[src/rtl/dadc_pkg.sv]
// shared types, constants and calendar tables of the date offset core
`timescale 1ns / 1ps
`default_nettype none

package dadc_pkg;

    localparam int QUEUE_DEPTH = 4;

    localparam int YEAR_W = 14;
    localparam int Z_W    = 23;

    localparam logic [YEAR_W-1:0] MIN_YEAR_RST = 14'd1902;
    localparam logic [YEAR_W-1:0] MAX_YEAR_RST = 14'd2037;

    localparam int CFG_AW = 1;
    localparam logic [CFG_AW-1:0] CFG_MIN_YEAR = 1'd0;
    localparam logic [CFG_AW-1:0] CFG_MAX_YEAR = 1'd1;

    localparam longint DAYS_PER_ERA = 146097;
    localparam int     YEAR_BIAS    = 400;

    // reciprocal multipliers, shift chosen so the quotient is exact over the input width
    localparam int     D25_SH    = 19;
    localparam longint D25_M     = ((64'd1 << D25_SH) + 64'd24) / 64'd25;
    localparam int     ERA_SH    = 41;
    localparam longint ERA_M     = ((64'd1 << ERA_SH) + DAYS_PER_ERA - 64'd1) / DAYS_PER_ERA;
    localparam int     D1460_SH  = 29;
    localparam longint D1460_M   = ((64'd1 << D1460_SH) + 64'd1459) / 64'd1460;
    localparam int     D36524_SH = 34;
    localparam longint D36524_M  = ((64'd1 << D36524_SH) + 64'd36523) / 64'd36524;
    localparam int     D365_SH   = 27;
    localparam longint D365_M    = ((64'd1 << D365_SH) + 64'd364) / 64'd365;
    localparam int     D100_SH   = 16;
    localparam longint D100_M    = ((64'd1 << D100_SH) + 64'd99) / 64'd100;

    typedef enum logic [2:0] {
        ERR_NONE     = 3'd0,
        ERR_MONTH    = 3'd1,
        ERR_DAY      = 3'd2,
        ERR_YEAR_IN  = 3'd3,
        ERR_YEAR_OUT = 3'd4
    } t_err;

    typedef struct packed {
        logic [Z_W-1:0]    z;
        t_err              err;
        logic [4:0]        day;
        logic [3:0]        month;
        logic [YEAR_W-1:0] year;
    } t_item;

    // first day of a month within a year that starts in march
    function automatic logic [8:0] mar_base(input logic [3:0] mp);
        logic [8:0] v;
        begin
            case (mp)
                4'd0:    v = 9'd0;
                4'd1:    v = 9'd31;
                4'd2:    v = 9'd61;
                4'd3:    v = 9'd92;
                4'd4:    v = 9'd122;
                4'd5:    v = 9'd153;
                4'd6:    v = 9'd184;
                4'd7:    v = 9'd214;
                4'd8:    v = 9'd245;
                4'd9:    v = 9'd275;
                4'd10:   v = 9'd306;
                4'd11:   v = 9'd337;
                default: v = 9'd0;
            endcase
            return v;
        end
    endfunction

    function automatic logic [4:0] month_len(input logic [3:0] m, input logic leap);
        logic [4:0] v;
        begin
            case (m)
                4'd2:                      v = leap ? 5'd29 : 5'd28;
                4'd4, 4'd6, 4'd9, 4'd11:   v = 5'd30;
                default:                   v = 5'd31;
            endcase
            return v;
        end
    endfunction

endpackage

`default_nettype wire

[src/rtl/date_add_days_checked_core.sv]
// top level: checked gregorian date plus signed day offset
//
// input channel: i_valid / o_stall with the start date and a signed 17-bit day
// offset; a beat is taken at a rising edge with i_valid high and o_stall low.
// output channel: o_valid / i_stall with the result date and an error code
// (0 ok, 1 bad month, 2 bad day, 3 start year out of range, 4 result year out
// of range); on an error the start date is returned unchanged.
// year limits are written through i_cfg_we / i_cfg_addr / i_cfg_data while idle;
// reset loads 1902 and 2037.
// one beat per cycle in both directions, sustained while i_stall stays low.
// o_valid rises once the beat has passed the 4 front stages, one queue slot, the
// 9 back stages and the output register; the stage count is set by the reciprocal
// multiplies and the era, year and month steps that run one per stage.
// a stalled output holds; the back pipeline stops, the 4-entry queue fills and
// then the front raises o_stall. reset empties all stages and the queue.
`timescale 1ns / 1ps
`default_nettype none

module date_add_days_checked_core #(
    parameter int QUEUE_DEPTH = dadc_pkg::QUEUE_DEPTH
) (
    input  wire logic                          i_clk,
    input  wire logic                          i_rst_n,
    input  wire logic                          i_cfg_we,
    input  wire logic [dadc_pkg::CFG_AW-1:0]   i_cfg_addr,
    input  wire logic [dadc_pkg::YEAR_W-1:0]   i_cfg_data,
    input  wire logic                          i_valid,
    output logic                               o_stall,
    input  wire logic [4:0]                    i_day_in,
    input  wire logic [3:0]                    i_month_in,
    input  wire logic [dadc_pkg::YEAR_W-1:0]   i_year_in,
    input  wire logic signed [16:0]            i_day_offset,
    output logic                               o_valid,
    input  wire logic                          i_stall,
    output logic [4:0]                         o_day_out,
    output logic [3:0]                         o_month_out,
    output logic [dadc_pkg::YEAR_W-1:0]        o_year_out,
    output logic [2:0]                         o_error_code
);

    logic [dadc_pkg::YEAR_W-1:0] r_min_year;
    logic [dadc_pkg::YEAR_W-1:0] r_max_year;

    logic            push;
    logic            pop;
    logic            full;
    logic            empty;
    dadc_pkg::t_item fq_item;
    dadc_pkg::t_item qb_item;

    always_ff @(posedge i_clk) begin
        if (!i_rst_n) begin
            r_min_year <= dadc_pkg::MIN_YEAR_RST;
            r_max_year <= dadc_pkg::MAX_YEAR_RST;
        end else if (i_cfg_we) begin
            unique case (i_cfg_addr)
                dadc_pkg::CFG_MIN_YEAR: r_min_year <= i_cfg_data;
                dadc_pkg::CFG_MAX_YEAR: r_max_year <= i_cfg_data;
            endcase
        end
    end

    dadc_front u_front (
        .i_clk        (i_clk),
        .i_rst_n      (i_rst_n),
        .i_valid      (i_valid),
        .o_stall      (o_stall),
        .i_day_in     (i_day_in),
        .i_month_in   (i_month_in),
        .i_year_in    (i_year_in),
        .i_day_offset (i_day_offset),
        .i_min_year   (r_min_year),
        .i_max_year   (r_max_year),
        .o_push       (push),
        .o_item       (fq_item),
        .i_full       (full)
    );

    dadc_queue #(
        .DEPTH (QUEUE_DEPTH)
    ) u_queue (
        .i_clk   (i_clk),
        .i_rst_n (i_rst_n),
        .i_push  (push),
        .i_item  (fq_item),
        .i_pop   (pop),
        .o_item  (qb_item),
        .o_full  (full),
        .o_empty (empty)
    );

    dadc_back u_back (
        .i_clk        (i_clk),
        .i_rst_n      (i_rst_n),
        .i_item       (qb_item),
        .i_empty      (empty),
        .o_pop        (pop),
        .i_min_year   (r_min_year),
        .i_max_year   (r_max_year),
        .o_valid      (o_valid),
        .i_stall      (i_stall),
        .o_day_out    (o_day_out),
        .o_month_out  (o_month_out),
        .o_year_out   (o_year_out),
        .o_error_code (o_error_code)
    );

endmodule

`default_nettype wire

[src/rtl/dadc_front.sv]
// front pipeline: date check and day count of the shifted calendar
`timescale 1ns / 1ps
`default_nettype none

module dadc_front (
    input  wire logic                          i_clk,
    input  wire logic                          i_rst_n,
    input  wire logic                          i_valid,
    output logic                               o_stall,
    input  wire logic [4:0]                    i_day_in,
    input  wire logic [3:0]                    i_month_in,
    input  wire logic [dadc_pkg::YEAR_W-1:0]   i_year_in,
    input  wire logic signed [16:0]            i_day_offset,
    input  wire logic [dadc_pkg::YEAR_W-1:0]   i_min_year,
    input  wire logic [dadc_pkg::YEAR_W-1:0]   i_max_year,
    output logic                               o_push,
    output dadc_pkg::t_item                    o_item,
    input  wire logic                          i_full
);

    typedef struct packed {
        logic [4:0]                  day;
        logic [3:0]                  month;
        logic [dadc_pkg::YEAR_W-1:0] year;
        logic [16:0]                 off;
        logic [14:0]                 ya;
        logic [9:0]                  q25y;
        logic [8:0]                  doy;
        logic                        mbad;
        dadc_pkg::t_err              err;
        logic [dadc_pkg::Z_W-1:0]    ya365;
        logic [12:0]                 ya4;
        logic [7:0]                  q100;
        logic [5:0]                  q400;
        logic [dadc_pkg::Z_W-1:0]    a;
        logic [17:0]                 b;
    } t_fstage;

    t_fstage    r_fs [1:4];
    t_fstage    n_fs [1:4];
    logic [4:1] r_fv;
    logic       en;

    logic [28:0] p25y;
    logic [28:0] p100;
    logic [28:0] p400;
    logic [3:0]  mp1;
    logic        div25;
    logic        leap;
    logic [4:0]  mlen;

    assign en      = !r_fv[4] || !i_full;
    assign o_stall = !en;
    assign o_push  = en && r_fv[4];

    always_comb begin
        n_fs[1]       = '0;
        n_fs[1].day   = i_day_in;
        n_fs[1].month = i_month_in;
        n_fs[1].year  = i_year_in;
        n_fs[1].off   = i_day_offset;

        // stage 2: shifted year, year / 25, day within the march-based year
        n_fs[2]      = r_fs[1];
        n_fs[2].ya   = 15'({1'b0, r_fs[1].year}) + 15'(dadc_pkg::YEAR_BIAS)
                       - ((r_fs[1].month <= 4'd2) ? 15'd1 : 15'd0);
        p25y         = 29'(r_fs[1].year) * 29'(dadc_pkg::D25_M);
        n_fs[2].q25y = p25y[28:19];
        mp1          = (r_fs[1].month > 4'd2) ? r_fs[1].month - 4'd3 : r_fs[1].month + 4'd9;
        n_fs[2].doy  = dadc_pkg::mar_base(mp1) + 9'(r_fs[1].day) - 9'd1;
        n_fs[2].mbad = (r_fs[1].month == 4'd0) || (r_fs[1].month > 4'd12);

        // stage 3: classification and year terms of the day count
        n_fs[3] = r_fs[2];
        div25   = (14'({4'd0, r_fs[2].q25y}) * 14'd25) == r_fs[2].year;
        leap    = (r_fs[2].year[1:0] == 2'd0) && (!div25 || (r_fs[2].year[3:0] == 4'd0));
        mlen    = dadc_pkg::month_len(r_fs[2].month, leap);
        priority if (r_fs[2].mbad) begin
            n_fs[3].err = dadc_pkg::ERR_MONTH;
        end else if (r_fs[2].day == 5'd0 || r_fs[2].day > mlen) begin
            n_fs[3].err = dadc_pkg::ERR_DAY;
        end else if (r_fs[2].year < i_min_year || r_fs[2].year > i_max_year) begin
            n_fs[3].err = dadc_pkg::ERR_YEAR_IN;
        end else begin
            n_fs[3].err = dadc_pkg::ERR_NONE;
        end
        n_fs[3].ya365 = 23'(r_fs[2].ya) * 23'd365;
        n_fs[3].ya4   = r_fs[2].ya[14:2];
        p100          = 29'(r_fs[2].ya[14:2]) * 29'(dadc_pkg::D25_M);
        n_fs[3].q100  = p100[26:19];
        p400          = 29'(r_fs[2].ya[14:4]) * 29'(dadc_pkg::D25_M);
        n_fs[3].q400  = p400[24:19];

        // stage 4: partial sums
        n_fs[4]   = r_fs[3];
        n_fs[4].a = r_fs[3].ya365 + 23'(r_fs[3].ya4) - 23'(r_fs[3].q100);
        n_fs[4].b = {r_fs[3].off[16], r_fs[3].off} + 18'(r_fs[3].q400) + 18'(r_fs[3].doy);
    end

    always_ff @(posedge i_clk) begin
        if (!i_rst_n) begin
            r_fv <= '0;
        end else if (en) begin
            r_fv <= {r_fv[3:1], i_valid};
        end
    end

    always_ff @(posedge i_clk) begin
        if (en) begin
            r_fs[1] <= n_fs[1];
            r_fs[2] <= n_fs[2];
            r_fs[3] <= n_fs[3];
            r_fs[4] <= n_fs[4];
        end
    end

    always_comb begin
        o_item       = '0;
        o_item.z     = r_fs[4].a + {{5{r_fs[4].b[17]}}, r_fs[4].b};
        o_item.err   = r_fs[4].err;
        o_item.day   = r_fs[4].day;
        o_item.month = r_fs[4].month;
        o_item.year  = r_fs[4].year;
    end

endmodule

`default_nettype wire

[src/rtl/dadc_queue.sv]
// small register queue between the front and back pipelines
`timescale 1ns / 1ps
`default_nettype none

module dadc_queue #(
    parameter int DEPTH = dadc_pkg::QUEUE_DEPTH
) (
    input  wire logic      i_clk,
    input  wire logic      i_rst_n,
    input  wire logic      i_push,
    input  wire dadc_pkg::t_item i_item,
    input  wire logic      i_pop,
    output dadc_pkg::t_item o_item,
    output logic           o_full,
    output logic           o_empty
);

    localparam int AW = (DEPTH > 1) ? $clog2(DEPTH) : 1;
    localparam int CW = $clog2(DEPTH + 1);

    dadc_pkg::t_item r_mem [DEPTH];
    logic [AW-1:0]   r_wr;
    logic [AW-1:0]   r_rd;
    logic [CW-1:0]   r_cnt;
    logic [AW-1:0]   n_wr;
    logic [AW-1:0]   n_rd;
    logic            do_push;
    logic            do_pop;

    assign o_full  = r_cnt == CW'(DEPTH);
    assign o_empty = r_cnt == '0;
    assign do_push = i_push && !o_full;
    assign do_pop  = i_pop && !o_empty;
    assign o_item  = r_mem[r_rd];
    assign n_wr    = (r_wr == AW'(DEPTH - 1)) ? '0 : r_wr + 1'b1;
    assign n_rd    = (r_rd == AW'(DEPTH - 1)) ? '0 : r_rd + 1'b1;

    always_ff @(posedge i_clk) begin
        if (!i_rst_n) begin
            r_wr  <= '0;
            r_rd  <= '0;
            r_cnt <= '0;
        end else begin
            if (do_push) begin
                r_wr <= n_wr;
            end
            if (do_pop) begin
                r_rd <= n_rd;
            end
            if (do_push && !do_pop) begin
                r_cnt <= r_cnt + 1'b1;
            end else if (do_pop && !do_push) begin
                r_cnt <= r_cnt - 1'b1;
            end
        end
    end

    always_ff @(posedge i_clk) begin
        if (do_push) begin
            r_mem[r_wr] <= i_item;
        end
    end

endmodule

`default_nettype wire

[src/rtl/dadc_back.sv]
// back pipeline: day count back to a calendar date, result year check, output register
`timescale 1ns / 1ps
`default_nettype none

module dadc_back (
    input  wire logic                          i_clk,
    input  wire logic                          i_rst_n,
    input  wire dadc_pkg::t_item               i_item,
    input  wire logic                          i_empty,
    output logic                               o_pop,
    input  wire logic [dadc_pkg::YEAR_W-1:0]   i_min_year,
    input  wire logic [dadc_pkg::YEAR_W-1:0]   i_max_year,
    output logic                               o_valid,
    input  wire logic                          i_stall,
    output logic [4:0]                         o_day_out,
    output logic [3:0]                         o_month_out,
    output logic [dadc_pkg::YEAR_W-1:0]        o_year_out,
    output logic [2:0]                         o_error_code
);

    typedef struct packed {
        dadc_pkg::t_item it;
        logic [5:0]      era;
        logic [17:0]     doe;
        logic [7:0]      q1460;
        logic [2:0]      q36524;
        logic            f;
        logic [17:0]     t;
        logic [8:0]      yoe;
        logic [16:0]     y365;
        logic [2:0]      yq100;
        logic [8:0]      doy;
        logic [4:0]      rd;
        logic [3:0]      rm;
        logic [15:0]     ry;
    } t_bstage;

    t_bstage    r_bs [1:9];
    t_bstage    n_bs [1:9];
    logic [9:1] r_bv;
    logic       r_ov;
    logic       en;

    logic [4:0]                  r_day;
    logic [3:0]                  r_month;
    logic [dadc_pkg::YEAR_W-1:0] r_year;
    dadc_pkg::t_err              r_err;

    logic [46:0]                 pera;
    logic [dadc_pkg::Z_W-1:0]    pdays;
    logic [36:0]                 p1460;
    logic [36:0]                 p36524;
    logic [36:0]                 p365;
    logic [18:0]                 p100;
    logic [17:0]                 ysum;
    logic [3:0]                  mp;

    dadc_pkg::t_err              n_err;
    logic signed [15:0]          ry_s;

    assign en      = !r_ov || !i_stall;
    assign o_pop   = en && !i_empty;
    assign o_valid = r_ov;

    always_comb begin
        n_bs[1]    = '0;
        n_bs[1].it = i_item;

        n_bs[2]     = r_bs[1];
        pera        = 47'(r_bs[1].it.z) * 47'(dadc_pkg::ERA_M);
        n_bs[2].era = pera[46:41];

        n_bs[3]     = r_bs[2];
        pdays       = 23'(r_bs[2].era) * 23'(dadc_pkg::DAYS_PER_ERA);
        n_bs[3].doe = 18'(r_bs[2].it.z - pdays);

        n_bs[4]        = r_bs[3];
        p1460          = 37'(r_bs[3].doe) * 37'(dadc_pkg::D1460_M);
        n_bs[4].q1460  = p1460[36:29];
        p36524         = 37'(r_bs[3].doe) * 37'(dadc_pkg::D36524_M);
        n_bs[4].q36524 = p36524[36:34];
        n_bs[4].f      = r_bs[3].doe == 18'(dadc_pkg::DAYS_PER_ERA - 1);

        n_bs[5]   = r_bs[4];
        n_bs[5].t = r_bs[4].doe - 18'(r_bs[4].q1460) + 18'(r_bs[4].q36524) - 18'(r_bs[4].f);

        n_bs[6]     = r_bs[5];
        p365        = 37'(r_bs[5].t) * 37'(dadc_pkg::D365_M);
        n_bs[6].yoe = p365[35:27];

        n_bs[7]       = r_bs[6];
        n_bs[7].y365  = 17'(r_bs[6].yoe) * 17'd365;
        p100          = 19'(r_bs[6].yoe) * 19'(dadc_pkg::D100_M);
        n_bs[7].yq100 = p100[18:16];

        n_bs[8]     = r_bs[7];
        ysum        = 18'(r_bs[7].y365) + 18'(r_bs[7].yoe[8:2]) - 18'(r_bs[7].yq100);
        n_bs[8].doy = 9'(r_bs[7].doe - ysum);

        // month search over the march-based table
        n_bs[9] = r_bs[8];
        mp      = 4'd0;
        for (int i = 1; i < 12; i++) begin
            if (r_bs[8].doy >= dadc_pkg::mar_base(4'(i))) begin
                mp = 4'(i);
            end
        end
        n_bs[9].rd = 5'(r_bs[8].doy - dadc_pkg::mar_base(mp) + 9'd1);
        n_bs[9].rm = (mp < 4'd10) ? mp + 4'd3 : mp - 4'd9;
        n_bs[9].ry = 16'(r_bs[8].yoe) + 16'(r_bs[8].era) * 16'd400
                     + ((mp >= 4'd10) ? 16'd1 : 16'd0) - 16'(dadc_pkg::YEAR_BIAS);
    end

    always_comb begin
        ry_s  = $signed(r_bs[9].ry);
        n_err = r_bs[9].it.err;
        if (n_err == dadc_pkg::ERR_NONE
            && (ry_s < $signed({2'b00, i_min_year}) || ry_s > $signed({2'b00, i_max_year}))) begin
            n_err = dadc_pkg::ERR_YEAR_OUT;
        end
    end

    always_ff @(posedge i_clk) begin
        if (!i_rst_n) begin
            r_bv <= '0;
            r_ov <= 1'b0;
        end else if (en) begin
            r_bv <= {r_bv[8:1], !i_empty};
            r_ov <= r_bv[9];
        end
    end

    always_ff @(posedge i_clk) begin
        if (en) begin
            for (int k = 1; k <= 9; k++) begin
                r_bs[k] <= n_bs[k];
            end
            r_err <= n_err;
            if (n_err == dadc_pkg::ERR_NONE) begin
                r_day   <= r_bs[9].rd;
                r_month <= r_bs[9].rm;
                r_year  <= r_bs[9].ry[dadc_pkg::YEAR_W-1:0];
            end else begin
                r_day   <= r_bs[9].it.day;
                r_month <= r_bs[9].it.month;
                r_year  <= r_bs[9].it.year;
            end
        end
    end

    assign o_day_out    = r_day;
    assign o_month_out  = r_month;
    assign o_year_out   = r_year;
    assign o_error_code = r_err;

endmodule

`default_nettype wire
[config.mk]
export PLATFORM = sky130hd
export DESIGN_NAME = date_add_days_checked_core
export DESIGN_NICKNAME = d
export VERILOG_FILES = /design/src/rtl/dadc_pkg.sv /design/src/rtl/date_add_days_checked_core.sv /design/src/rtl/dadc_front.sv /design/src/rtl/dadc_queue.sv /design/src/rtl/dadc_back.sv
export SDC_FILE = /design/constraint.sdc
export NUM_CORES = 2
export LEC_CHECK = 0
export BUFFER_PORTS_ARGS = -buffer_cell sky130_fd_sc_hd__buf_2
export CORE_ASPECT_RATIO = 1.1
export CORE_UTILIZATION = 35
export DETAILED_ROUTE_END_ITERATION = 7
export PLACE_DENSITY = 0.49
export SLEW_MARGIN = 20
export SYNTH_ARGS = -nofsm -noshare
export SYNTH_HDL_FRONTEND = slang
export SYNTH_SLANG_ARGS = --single-unit
[constraint.sdc]
create_clock -name i_clk -period 31.6 [get_ports i_clk]
set_clock_uncertainty 0.1 [all_clocks]
set_input_delay 6.32 -clock i_clk [delete_from_list [all_inputs] [get_ports i_clk]]
set_output_delay 6.32 -clock i_clk [all_outputs]
set_load 0.005 [all_outputs]
==> results.md <==
* Run status: complete, no violations
* Post_cts resized at 0
* Placement row count at 183
* Area of the multi-input gates at 0.0436 mm2
* TritonCTS clock tree: done
* Headroom to the max-slew limit at 0.324
* Delay of the slowest critical-path stage at 0.80 ns
* Insertion delay to the later sink of the worst-skew pair at 0.73 ns
* CP delay by family, top: buffers and inverters
* Most common cell after layout, fill and taps aside: inv_1
* Worst Hold Depth at 0
* Type of the setup path with the least slack: in2reg
* Total Routing Usage GR at 0.149
* Antenna violations before repair at 1
* Total of warnings raised by yosys at 0
* Async set-or-reset flop fraction in the synthesized netlist at 0
* Type of element capturing the critical path: flip-flop
* CP max stage cell: buf_4
* Min-delay worst type: reg2reg
* Hold bufs inserted after CTS at 0
* Final Hold Vio Count at 0
* Setup total negative slack at 0 ns
* Starting density of the core at 0.352
* Unrepaired setup endpoints after global routing: false
* Routed WL at 165000 um
* Wire length of the first global-routing pass at about 270000 um
* Clock-pin slew of the registers on the worst-case setup and hold paths at roughly 0.060 ns
* Synth area leaders: edfxtp_1, ha_1, fa_1
* Most area-hungry cell type in the Yosys netlist: edfxtp_1
* Final setup violation count at 0
* Area of the mapped netlist at just under 0.08 mm2
* H-tree depth at 3
* Share of Yosys cell area claimed by the top area cell type at 0.367
* Clock sink count at between 1000 and 1500
* Fin crit period at 8.97 ns
* Endpoint required time on the critical path at 31.84 ns
* Part of the cycle the worst path needs at 0.284
* PortBufs at between 80 and 90
* Maximum clock frequency at around 110 MHz
* Number of cells produced by synthesis at 6178
* Nets in the synthesized netlist at 8392
* Worst flop-to-flop path endpoint: u_back.r_bs[2][116]
* Max-Cap Viols at 0
* Critical path fanouts, max at 183
* Worst reg2reg startpoint: u_back.r_bs[1][149]
* Post-synth EDFFs at 972
* Diodes inserted at 0
* Vias in the first global route at 47200
* Commonest cells after routing, fill and taps aside: inv_1, ha_1, edfxtp_1, fa_1, xnor2_1
* Wire length per cell at between 15 and 20 um
* Max Transition Viols Final at 0
* CP Buf/Inv Count at 4
* Post-DR vias/cell at 4.61
* Hold Crit Endpoint: u_front.r_fs[0][606]
* Area growth from synthesis to final layout at 10.2%
* Crit path launch type: input pin
* Buffers from clock root to sink, at most at 3
* Post-Syn Area per Cell at 12.9 um2
* DRT Pass-1 Iters at 5
* Filler cells at about 22000
* Number of nets still failing antenna checks after routing at 0
* Detailed-placement wirelength estimate at between 100000 and 150000 um
* Clock buffer count from CTS at 111
* Count of nets after finishing at 8606
* Register area share after synthesis at 0.380
* DRC violation count after routing at 0
* CP Cell Sequence: buf_2, and2_1, inv_8, buf_12, buf_4
* Area of the core region at 0.226 mm2
* Measured slew at the worst slew-check pin at 0.988 ns
* GP Congestion at 0.857
* Root buf cell: clkbuf_16
* Height of the chip at approximately 500 um
* Number of different library cells in the post-synthesis netlist at 87
* Layout cells sized above 1 at 0.0631
* Reg2reg setup slack at about 24 ns
* Hold_sp: u_front.r_fs[0][437]
* Initial drt markers at ~2000
* Sequential cell area in the final layout at 0.0302 mm2
* Post-CTS Setup Bufs at 0
* Post-synth top flop: edfxtp_1
* Gr ovfl total at 0
* I/O pins at 88
* Overall die width at between 400 and 500 um
* Cells on worst reg2reg path at 25
* Largest net degree at the start of global routing at 184
* Data arrival time of the critical path at 9.21 ns
* #FFs+latches synth at 1023
* Die area at 0.229 mm2
* Vias at 43500
-- flip-flops by register name, indices dropped and copies added (netlist names), named ones only --
signal,count
u_front.r_fs,282
u_back.o_error_code,3
u_queue.r_cnt,3
u_back.o_month_out,4
u_front.r_fv,4
u_back.o_year_out,14
u_back.o_day_out,5
r_min_year,14
u_queue.r_wr,2
r_max_year,14
u_back.r_bs,472
u_back.r_bv,9
u_back.o_valid,1
u_queue.r_rd,2
u_queue.r_mem,192
-- metrics by stage --
| stage | area [um2] | util | cells | worst slack (ns) | hold WS (ns) |
|---|---|---|---|---|---|
| 6_report | 87600 | 0.388 | 9441 | 22.63 | 0.301 |
| 5_1_grt | 87600 | 0.388 | 9441 | 22.44 | 0.311 |
| 4_1_cts | 87600 | 0.388 | 9441 | 22.73 | 0.305 |
| 3_5_place_dp | 84000 | 0.372 | 9239 | 21.92 | 0.305 |
| 3_3_place_gp | 84000 | 0.372 | 9239 | 21.98 | 0.300 |
| 2_1_floorplan | 79600 | - | 6178 | 10.92 | 0.300 |
-- worst register-to-register path, cell delays in order, from the launching register on --
cell	delay (ns)
edfxtp_1	0.77
inv_1	0.12
ha_1	0.35
inv_1	0.12
fa_1	0.55
inv_1	0.06
fa_1	0.53
inv_1	0.05
fa_1	0.50
inv_1	0.05
fa_1	0.48
inv_1	0.05
fa_1	0.53
inv_1	0.06
fa_1	0.53
inv_1	0.04
ha_1	0.19
a21o_1	0.16
a211o_1	0.28
a211oi_1	0.32
o211ai_1	0.19
a21oi_1	0.50
o31ai_1	0.23
a21oi_1	0.27
o21bai_1	0.10
xnor2_1	0.12
-- worst max path at each step --
stage | start | endpoint | cells past startpoint
2_1_floorplan | i_stall | u_queue.r_cnt[2] | 9
3_3_place_gp | i_stall | u_back.r_bs[8][131] | 5
3_5_place_dp | i_stall | u_back.r_bs[8][136] | 5
4_1_cts | i_stall | u_back.r_bs[6][99] | 5
5_1_grt | i_stall | u_back.r_bs[5][93] | 5
6_report | i_stall | u_back.r_bs[5][80] | 5
-- final cells by class --
cell class | count | share of cell area
Inverter | 1494 | 0.0642
Timing Repair Buffer | 132 | 0.00896
Tap cell | 2960 | 0.0423
Multi-Input combinational cell | 3630 | 0.498
Clock buffer | 132 | 0.0330
Clock inverter | 70 | 0.00899
Sequential cell | 1023 | 0.345
-- synthesized netlist by cell type, types with 6 or more instances --
cell type	number
inv_1	1493
ha_1	1332
edfxtp_1	972
fa_1	822
xnor2_1	195
a21oi_1	167
nand2_1	149
nor2_1	131
o21ai_0	109
a21o_1	92
xor2_1	62
dfxtp_1	51
mux4_2	48
nor2b_1	41
nand3_1	38
a21boi_0	31
o211ai_1	31
o21a_1	31
a211oi_1	28
nor3_1	27
o21bai_1	24
clkbuf_1	23
nand4_1	22
mux2_4	20
a31oi_1	18
and3_1	18
nand2b_1	17
and2_1	14
nor4_1	13
o31ai_1	11
a211o_1	10
or3_1	9
mux2i_1	8
o2111ai_1	8
a2111oi_0	7
buf_1	6
-- routing by layer --
| metal | wire length, um | up-vias | global-route usage |
|---|---|---|---|
| met5 | 0 | - | 0 |
| met4 | 2670 | 0 | 0.0285 |
| met3 | 3690 | 156 | 0.0154 |
| met2 | 85000 | 396 | 0.271 |
| met1 | 74100 | 21800 | 0.191 |
| li1 | - | 21100 | - |
-- cell families (layout without fill, tap and decap cells) --
family	after synthesis	after routing	share of synthesized area
adders and majority gates	2154	2154	0.416
buffers and inverters	1525	1828	0.0721
DFF	1023	1023	0.380
AOI/OAI and AO/OA	633	633	0.0542
and+or+nand+nor	506	506	0.0305
xor gates and xnor gates	257	257	0.0283
muxes	80	80	0.0189
Power is not shown: default switching activity piles up to over one toggle a cycle in this logic, so the estimate is an artifact.
